[src/design/mexp_pkg.sv]
// ----------------------------------------------------------------------------
// Modular exponentiation package
// Widths, reset values and the request/response types of the modular
// multiplier shared by the exponentiation datapath.
// ----------------------------------------------------------------------------
package mexp_pkg;

  // Datapath width; fields are taken in their low WORD_WIDTH bits only
  localparam int WORD_WIDTH = 64;
  // Width of the fields on the ports
  localparam int FIELD_W    = 64;
  // Bit counter of the multiplier, counts 0 .. WORD_WIDTH-1
  localparam int CNT_W      = $clog2(WORD_WIDTH);

  typedef logic [WORD_WIDTH-1:0] word_t;
  typedef logic [FIELD_W-1:0]    field_t;

  localparam field_t BASE_RESET = field_t'(5);

  // Request to the modular multiplier: result = (a * b) mod m, a < m, m >= 2.
  // b may be any word; it is scanned from its most significant bit.
  typedef struct packed {
    logic  start;
    word_t a;
    word_t b;
    word_t m;
  } mul_req_t;

  typedef struct packed {
    logic  done;
    word_t result;
  } mul_rsp_t;

endpackage

[src/design/mexp_if.sv]
// ----------------------------------------------------------------------------
// Modular exponentiation channels
// Valid/ready channels for the operand words and the result words.
// ----------------------------------------------------------------------------
interface mexp_in_if;
  logic             valid;
  logic             ready;
  mexp_pkg::field_t exponent;
  mexp_pkg::field_t modulus;

  modport source (output valid, output exponent, output modulus, input ready);
  modport sink   (input valid, input exponent, input modulus, output ready);
endinterface

interface mexp_out_if;
  logic             valid;
  logic             ready;
  mexp_pkg::field_t residue;
  logic             bad_modulus;

  modport source (output valid, output residue, output bad_modulus, input ready);
  modport sink   (input valid, input residue, input bad_modulus, output ready);
endinterface

[src/design/mexp_mulmod.sv]
// ----------------------------------------------------------------------------
// Modular multiplier
// Radix-2 interleaved multiplication: scans b one bit per cycle from the top
// and keeps acc = (2*acc + bit*a) mod m, below m at every step.
// ----------------------------------------------------------------------------
module mexp_mulmod (
  input  logic               clk,
  input  logic               rst_n,
  input  mexp_pkg::mul_req_t req,
  output mexp_pkg::mul_rsp_t rsp
);

  localparam int W = mexp_pkg::WORD_WIDTH;

  mexp_pkg::word_t              acc_r, acc_nxt;
  mexp_pkg::word_t              a_r, a_nxt;
  mexp_pkg::word_t              m_r, m_nxt;
  mexp_pkg::word_t              sh_r, sh_nxt;
  logic [mexp_pkg::CNT_W-1:0]   cnt_r, cnt_nxt;
  logic                         busy_r, busy_nxt;
  logic                         done_r, done_nxt;

  logic [W+1:0] sum_w, m1_w, m2_w, d1_w, d2_w;

  // 2*acc + a < 3m, so one of x, x-m, x-2m is the reduced value
  always_comb begin
    sum_w = {1'b0, acc_r, 1'b0} + (sh_r[W-1] ? {2'b00, a_r} : '0);
    m1_w  = {2'b00, m_r};
    m2_w  = {1'b0, m_r, 1'b0};
    d1_w  = sum_w - m1_w;
    d2_w  = sum_w - m2_w;
  end

  always_comb begin
    acc_nxt  = acc_r;
    a_nxt    = a_r;
    m_nxt    = m_r;
    sh_nxt   = sh_r;
    cnt_nxt  = cnt_r;
    busy_nxt = busy_r;
    done_nxt = 1'b0;
    if (busy_r) begin
      if (sum_w >= m2_w) begin
        acc_nxt = d2_w[W-1:0];
      end else if (sum_w >= m1_w) begin
        acc_nxt = d1_w[W-1:0];
      end else begin
        acc_nxt = sum_w[W-1:0];
      end
      sh_nxt  = {sh_r[W-2:0], 1'b0};
      cnt_nxt = cnt_r + 1'b1;
      if (cnt_r == mexp_pkg::CNT_W'(W - 1)) begin
        busy_nxt = 1'b0;
        done_nxt = 1'b1;
      end
    end else if (req.start) begin
      acc_nxt  = '0;
      a_nxt    = req.a;
      m_nxt    = req.m;
      sh_nxt   = req.b;
      cnt_nxt  = '0;
      busy_nxt = 1'b1;
    end
  end

  always_ff @(posedge clk) begin
    if (!rst_n) begin
      busy_r <= 1'b0;
      done_r <= 1'b0;
      cnt_r  <= '0;
    end else begin
      busy_r <= busy_nxt;
      done_r <= done_nxt;
      cnt_r  <= cnt_nxt;
    end
    acc_r <= acc_nxt;
    a_r   <= a_nxt;
    m_r   <= m_nxt;
    sh_r  <= sh_nxt;
  end

  assign rsp.done   = done_r;
  assign rsp.result = acc_r;

  a_acc_below_mod: assert property (@(posedge clk) disable iff (!rst_n)
    busy_r && cnt_r != '0 |-> acc_r < m_r)
    else $error("multiplier accumulator not reduced");

  a_no_start_busy: assert property (@(posedge clk) disable iff (!rst_n)
    req.start |-> !busy_r)
    else $error("multiplier started while busy");

  a_done_pulse: assert property (@(posedge clk) disable iff (!rst_n)
    done_r |-> !busy_r && $past(busy_r))
    else $error("multiplier done without a finished run");

endmodule

[src/design/modular_exponentiation.sv]
// ----------------------------------------------------------------------------
// Modular exponentiation
// Raises the configured base to each word's exponent modulo its modulus.
// ----------------------------------------------------------------------------
// One word at a time: the block takes a word (exponent, modulus), computes
// base^exponent mod modulus with right-to-left square and multiply, and
// offers one result word; the next word is taken once the result is gone.
// All arithmetic runs on one bit-serial modular multiplier (WORD_WIDTH = 64
// here). A word takes one product to reduce the base, one square per bit of
// the exponent's bit length and one multiply per set bit, and each exponent
// bit passes through a check state that picks the next product. A zero
// modulus raises bad_modulus with residue 0 and a modulus of one gives 0;
// both skip the multiplier. The base register (reset 5) is written through
// cfg_we/cfg_wdata; the user must write it only while idle, as the block
// itself does not enforce this. Only the low WORD_WIDTH bits of the base and
// of each field are used.
module modular_exponentiation (
  input  logic                 clk,
  input  logic                 rst_n,
  input  logic                 cfg_we,
  input  mexp_pkg::field_t     cfg_wdata,
  mexp_in_if.sink              in_chan,
  mexp_out_if.source           out_chan
);

  localparam int W = mexp_pkg::WORD_WIDTH;

  typedef enum logic [2:0] {
    S_IDLE,
    S_RED,
    S_CHK,
    S_MACC,
    S_SQR,
    S_OUT
  } state_t;

  state_t             state_r, state_nxt;
  mexp_pkg::field_t   base_r;
  mexp_pkg::word_t    e_r, e_nxt;
  mexp_pkg::word_t    m_r, m_nxt;
  mexp_pkg::word_t    b_r, b_nxt;
  mexp_pkg::word_t    acc_r, acc_nxt;
  mexp_pkg::word_t    res_r, res_nxt;
  logic               bad_r, bad_nxt;
  logic               out_valid_r, out_valid_nxt;
  mexp_pkg::mul_req_t req_r, req_nxt;
  mexp_pkg::mul_rsp_t rsp;
  logic               in_acc;
  mexp_pkg::word_t    in_e, in_m;

  mexp_mulmod u_mul (
    .clk   (clk),
    .rst_n (rst_n),
    .req   (req_r),
    .rsp   (rsp)
  );

  assign in_chan.ready = (state_r == S_IDLE);
  assign in_acc        = in_chan.valid && in_chan.ready;
  assign in_e          = in_chan.exponent[W-1:0];
  assign in_m          = in_chan.modulus[W-1:0];

  always_comb begin
    state_nxt     = state_r;
    e_nxt         = e_r;
    m_nxt         = m_r;
    b_nxt         = b_r;
    acc_nxt       = acc_r;
    res_nxt       = res_r;
    bad_nxt       = bad_r;
    out_valid_nxt = out_valid_r;
    req_nxt       = req_r;
    req_nxt.start = 1'b0;
    case (state_r)
      S_IDLE: begin
        if (in_acc) begin
          e_nxt   = in_e;
          m_nxt   = in_m;
          res_nxt = '0;
          bad_nxt = (in_m == '0);
          if (in_m == '0 || in_m == mexp_pkg::word_t'(1)) begin
            out_valid_nxt = 1'b1;
            state_nxt     = S_OUT;
          end else begin
            // reduce the base: (1 * base) mod m
            req_nxt.start = 1'b1;
            req_nxt.a     = mexp_pkg::word_t'(1);
            req_nxt.b     = base_r[W-1:0];
            req_nxt.m     = in_m;
            state_nxt     = S_RED;
          end
        end
      end
      S_RED: begin
        if (rsp.done) begin
          b_nxt     = rsp.result;
          acc_nxt   = mexp_pkg::word_t'(1);
          state_nxt = S_CHK;
        end
      end
      S_CHK: begin
        req_nxt.m = m_r;
        if (e_r == '0) begin
          res_nxt       = acc_r;
          out_valid_nxt = 1'b1;
          state_nxt     = S_OUT;
        end else if (e_r[0]) begin
          req_nxt.start = 1'b1;
          req_nxt.a     = acc_r;
          req_nxt.b     = b_r;
          state_nxt     = S_MACC;
        end else begin
          req_nxt.start = 1'b1;
          req_nxt.a     = b_r;
          req_nxt.b     = b_r;
          state_nxt     = S_SQR;
        end
      end
      S_MACC: begin
        if (rsp.done) begin
          acc_nxt       = rsp.result;
          req_nxt.start = 1'b1;
          req_nxt.a     = b_r;
          req_nxt.b     = b_r;
          state_nxt     = S_SQR;
        end
      end
      S_SQR: begin
        if (rsp.done) begin
          b_nxt     = rsp.result;
          e_nxt     = {1'b0, e_r[W-1:1]};
          state_nxt = S_CHK;
        end
      end
      S_OUT: begin
        // hold the word until the sink takes it
        if (out_chan.ready) begin
          out_valid_nxt = 1'b0;
          state_nxt     = S_IDLE;
        end
      end
      default: begin
        out_valid_nxt = 1'b0;
        state_nxt     = S_IDLE;
      end
    endcase
  end

  always_ff @(posedge clk) begin
    if (!rst_n) begin
      state_r       <= S_IDLE;
      out_valid_r   <= 1'b0;
      req_r.start   <= 1'b0;
      base_r        <= mexp_pkg::BASE_RESET;
    end else begin
      state_r       <= state_nxt;
      out_valid_r   <= out_valid_nxt;
      req_r.start   <= req_nxt.start;
      if (cfg_we) begin
        base_r <= cfg_wdata;
      end
    end
    req_r.a <= req_nxt.a;
    req_r.b <= req_nxt.b;
    req_r.m <= req_nxt.m;
    e_r     <= e_nxt;
    m_r     <= m_nxt;
    b_r     <= b_nxt;
    acc_r   <= acc_nxt;
    res_r   <= res_nxt;
    bad_r   <= bad_nxt;
  end

  assign out_chan.valid       = out_valid_r;
  assign out_chan.residue     = mexp_pkg::field_t'(res_r);
  assign out_chan.bad_modulus = bad_r;

  a_bad_gives_zero: assert property (@(posedge clk) disable iff (!rst_n)
    out_valid_r && bad_r |-> res_r == '0)
    else $error("bad modulus with nonzero residue");

  a_residue_reduced: assert property (@(posedge clk) disable iff (!rst_n)
    out_valid_r && !bad_r |-> res_r < m_r)
    else $error("residue not below modulus");

  a_one_at_a_time: assert property (@(posedge clk) disable iff (!rst_n)
    in_acc |=> !in_chan.ready)
    else $error("second word taken while busy");

  a_done_expected: assert property (@(posedge clk) disable iff (!rst_n)
    rsp.done |-> state_r == S_RED || state_r == S_MACC || state_r == S_SQR)
    else $error("multiplier result with nobody waiting");

endmodule
[src/flat_wrapper.sv]
// flat-port wrapper written by rule: the top's interface ports become plain ports
module modular_exponentiation_flat 
  (clk, rst_n, cfg_we, cfg_wdata, in_chan_valid, in_chan_exponent, in_chan_modulus, in_chan_ready, out_chan_valid, out_chan_residue, out_chan_bad_modulus, out_chan_ready);
  mexp_in_if in_chan_i ();
  mexp_out_if out_chan_i ();
  input  logic clk;
  input  logic rst_n;
  input  logic cfg_we;
  input  mexp_pkg::field_t cfg_wdata;
  input wire logic [$bits(in_chan_i.valid)-1:0] in_chan_valid;
  input wire logic [$bits(in_chan_i.exponent)-1:0] in_chan_exponent;
  input wire logic [$bits(in_chan_i.modulus)-1:0] in_chan_modulus;
  output wire logic [$bits(in_chan_i.ready)-1:0] in_chan_ready;
  output wire logic [$bits(out_chan_i.valid)-1:0] out_chan_valid;
  output wire logic [$bits(out_chan_i.residue)-1:0] out_chan_residue;
  output wire logic [$bits(out_chan_i.bad_modulus)-1:0] out_chan_bad_modulus;
  input wire logic [$bits(out_chan_i.ready)-1:0] out_chan_ready;
  assign in_chan_i.valid = in_chan_valid;
  assign in_chan_i.exponent = in_chan_exponent;
  assign in_chan_i.modulus = in_chan_modulus;
  assign in_chan_ready = in_chan_i.ready;
  assign out_chan_valid = out_chan_i.valid;
  assign out_chan_residue = out_chan_i.residue;
  assign out_chan_bad_modulus = out_chan_i.bad_modulus;
  assign out_chan_i.ready = out_chan_ready;
  modular_exponentiation u_core (.clk(clk), .rst_n(rst_n), .cfg_we(cfg_we), .cfg_wdata(cfg_wdata), .in_chan(in_chan_i), .out_chan(out_chan_i));
endmodule
[config.mk]
export PLATFORM = sky130hd
export DESIGN_NAME = modular_exponentiation_flat
export DESIGN_NICKNAME = d
export VERILOG_FILES = /design/src/design/mexp_pkg.sv /design/src/design/mexp_if.sv /design/src/design/mexp_mulmod.sv /design/src/design/modular_exponentiation.sv /design/src/flat_wrapper.sv
export SDC_FILE = /design/constraint.sdc
export NUM_CORES = 2
export LEC_CHECK = 0
export BUFFER_PORTS_ARGS = -buffer_cell sky130_fd_sc_hd__buf_2
export CAP_MARGIN = 0
export CORE_UTILIZATION = 45
export CTS_BUF_LIST = sky130_fd_sc_hd__clkbuf_2
export DETAILED_ROUTE_END_ITERATION = 16
export PLACE_DENSITY = 0.71
export RECOVER_POWER = 25
export SLEW_MARGIN = 20
export SYNTH_ARGS = -nofsm -noshare
export SYNTH_HDL_FRONTEND = slang
export SYNTH_SLANG_ARGS = --single-unit
[constraint.sdc]
create_clock -name clk -period 11.15 [get_ports clk]
set_clock_uncertainty 0.2 [all_clocks]
set_input_delay 2.23 -clock clk [delete_from_list [all_inputs] [get_ports clk]]
set_output_delay 2.23 -clock clk [all_outputs]
set_load 0.02 [all_outputs]
==> summary.txt <==
Critical path
  – CP max-delay cell: o41ai_1
  – WS Path Type: flip-flop to flip-flop
  – Largest stage delay, worst path: a little over 900 ps
  – Crit path launch type: flip-flop
  – CP Cell Sequence: buf_4 -> and2_1 -> ha_1 -> a211oi_1 -> a32oi_1 -> o311ai_0 -> buf_4 -> a2111oi_0 -> o211ai_1 -> o41ai_1 -> o21a_1 -> xor2_1 -> ha_1 -> inv_1 -> nor3_1 -> nand3_1 -> or2_1 -> o22ai_1 -> or4b_1 -> a21boi_1 -> nand3_2 -> buf_4 -> or3b_1 -> a221oi_2
  – Worst Setup End Kind: flip-flop
  – Req. time, crit path: 12260 ps
  – Worst path most repeated cell: buf_4
  – CP Max Fanout: 54
  – Worst EP arrival: 10150 ps

Clock tree
  – # Post-CTS Setup Buffers: 0
  – CTS buffer count: approximately 210
  – CTS Buffer Depth: 3
  – Worst skew pair latency: 1560 ps
  – Worst-path clk slew: about 100 ps
  – Sink Count: between 800 and 900
  – Root Driver: clkbuf_2
  – H-Tree Depth: 4
  – Gates resized, CTS repair: 0
  – CTS tree: yes
  – Hold-fix buffers, CTS: 0

Route
  – Wire per inst: roughly 23 um
  – Via-to-Cell Ratio: 5.86
  – Post-DRT Antenna Nets: 0
  – Drt first pass iters: 6
  – Residual DRC count: 0
  – Iteration-0 DRC count of the detailed router: 3217
  – Via count: between 30000 and 40000
  – Final wirelength: approximately 130 mm

Logic synthesis
  – Mapped Cells: roughly 3800
  – Most frequent cells after synthesis: 768 x edfxtp_1, 254 x a22o_1, 251 x a21oi_1
  – Most common cell in the netlist: edfxtp_1
  – Area contributors post-synth: edfxtp_1 52%, ha_1 5.4%, a22o_1 5.0%
  – Seq cells post-synth: 846
  – Sequential-to-total area share from yosys stat: 0.554
  – Yosys warns: 0
  – Synth Area per Inst: approximately 12 um2
  – Post-synth EDFFs: roughly 770
  – Main synth FF type: edfxtp_1
  – Post-synthesis cell type with the largest combined area: edfxtp_1
  – Count of different cell masters after synthesis: a little under 90
  – Post-Syn Area: 44500 um2
  – Syn_nets: about 4200
  – Fraction of registers with async set/reset: 0
  – Top-area cell type share of the netlist area: 0.518

Timing
  – Final min period: between 9000 and 10000 ps
  – Final worst-path cycle share: 0.811
  – Final Max Slew Viols: roughly 360
  – Max Freq: roughly 0.11 GHz
  – Unrepaired setup endpoints after global routing: no
  – Slew headroom: -1.11
  – Fin worst setup slack: around 2100 ps
  – Final hold viol count: 0
  – Setup Viol. Count Final: 0
  – TNS Setup: 0 ps
  – Worst-Margin Slew: between 3000 and 4000 ps

Layout
  – Share of layout cells above drive strength 1: 0.159
  – Filler cells: 8823
  – Fin util: 0.501
  – Area Growth Syn to Fin: 9.61%
  – Post-route cell area: slightly below 50000 um2
  – Nets@finish: roughly 4500

GRT
  – GR Overflow Total: 0
  – Global-route wire length before repair: about 190 mm
  – Largest net degree at the start of global routing: between 70 and 80
  – Total global-route track usage: 0.252
  – Initial antenna violation count: 4
  – Vias in the first global route: about 31000

Run
  – Max Cap Viol: 7

Die
  – Core Region: roughly 100000 um2
  – Initial Util: 0.457
  – Io pins: between 200 and 300
  – Die width: roughly 320 um
  – Cell Rows: 114
  – Chip Height: ~320 um
  – Die Area: ~100000 um2

Outcome
  – Status: finished, violations left
  – Failing checks: capacitance limit, slew limit

Power and ir drop
  – Peak supply drop: about 0.00017 V
  – Pwr Density: roughly 240 nW/um2
  – Pleak: around 20 nW
  – Total power: about 12 mW

Placed design
  – Placed Area: between 40000 and 50000 um2
  – Place WS: 2010 ps
  – IO buf count: around 260
  – GP Congestion: a little under 1
  – Post-detail-place hpwl: slightly above 90 mm

Worst hold path
  – Worst min path class: flip-flop to flip-flop
flip-flops by register name, indices dropped and copies added, names as in the netlist:
register and count:
u_core.req_r 193, u_core.acc_r 64, u_core.b_r 64, u_core.base_r 64, u_core.e_r 64, u_core.m_r 64
u_core.out_chan.residue 64, u_core.u_mul.a_r 64, u_core.u_mul.acc_r 64, u_core.u_mul.m_r 64, u_core.u_mul.sh_r 64, u_core.u_mul.cnt_r 6
u_core.state_r 3, u_core.out_chan.bad_modulus 1, u_core.out_chan.valid 1, u_core.u_mul.busy_r 1, u_core.u_mul.done_r 1
cell families after synthesis:
family / share of synthesized area
AO/OA/AOI/OAI: 0.178
AND/OR/NAND/NOR: 0.120
flip-flops: 0.554
buffers and inverters: 0.0302
adder cells (fa/ha/maj): 0.0554
XOR/XNOR: 0.0299
multiplexers: 0.0331
per-stage QoR:
step	std cells	hold WS, ps
after floorplan	3834	200
after global placement	5199	202
after detailed placement	5199	205
after CTS	5570	121
after global routing	5578	136
final	5579	121
cell usage in the layout, fill, tap and decap left out, types with 24 or more instances in the layout:
master / netlist / final
nand2_1: 248 / 245
and2_0: 0 / 38
clkinv_1: 0 / 48
buf_4: 1 / 30
dfxtp_1: 78 / 77
nor4_1: 52 / 51
a21oi_1: 251 / 251
edfxtp_1: 768 / 768
a211oi_1: 41 / 41
and3_1: 82 / 81
mux2i_1: 73 / 73
nand3_1: 54 / 53
o21a_1: 34 / 34
inv_1: 135 / 132
buf_2: 14 / 197
xor2_1: 62 / 62
nand4_1: 63 / 63
o211ai_1: 24 / 24
a21o_1: 124 / 124
o21ai_0: 141 / 141
clkbuf_2: 0 / 301
nor3_1: 58 / 57
a22o_1: 254 / 254
o21bai_1: 40 / 40
or3_1: 28 / 28
nor2_1: 231 / 229
ha_1: 192 / 192
mux2_2: 66 / 66
clkbuf_1: 179 / 71
xnor2_1: 90 / 90
and2_1: 148 / 107
path summary, 6_finish.rpt:
path | start | to | slack, ps | cells past startpoint
worst max register to register | u_core.u_mul.sh_r[63] | u_core.u_mul.acc_r[31] | 2110 | 24
worst min-delay path | u_core.req_r[57] | u_core.u_mul.m_r[57] | 120 | 0
worst max-delay path | u_core.u_mul.sh_r[63] | u_core.u_mul.acc_r[31] | 2110 | 24
worst min register to register | u_core.req_r[57] | u_core.u_mul.m_r[57] | 120 | 0
worst max-delay path, delay by kind of cell, from the launching register on:
| kind | cells | cell delay, ps |
|---|---|---|
| AND/OR/NAND/NOR | 7 | 1750 |
| flip-flops | 1 | 680 |
| buffers and inverters | 4 | 1040 |
| XOR/XNOR | 1 | 440 |
| adder cells (fa/ha/maj) | 2 | 810 |
| AO/OA/AOI/OAI | 10 | 3910 |
final cells by class:
cell class	instances	area, um2	area share
clock inverters	70	414	0.00849
diodes	8	20.0	0.000411
repair buffers	299	1490	0.0305
well taps	1276	1600	0.0327
inverters	137	522	0.0107
clock buffers	301	1510	0.0309
multi-input cells	2642	18600	0.381
flip-flops and latches	846	24600	0.505
power breakdown:
| part | switching (mW) | total (mW) | internal (mW) | leakage, nW |
|---|---|---|---|---|
| logic | 3.59 | 5.39 | 1.80 | 9.83 |
| registers | 0.196 | 4.13 | 3.93 | 8.17 |
| clock network | 1.29 | 2.09 | 0.799 | 1.45 |
per-layer routing:
metal	track usage	up-vias	routed length (um)
met1	0.389	15800	61500
met5	0	-	0
met2	0.360	1290	53700
li1	-	15400	-
met3	0.0475	142	9530
met4	0.0652	0	2210
(Power assumes the default switching activity.)
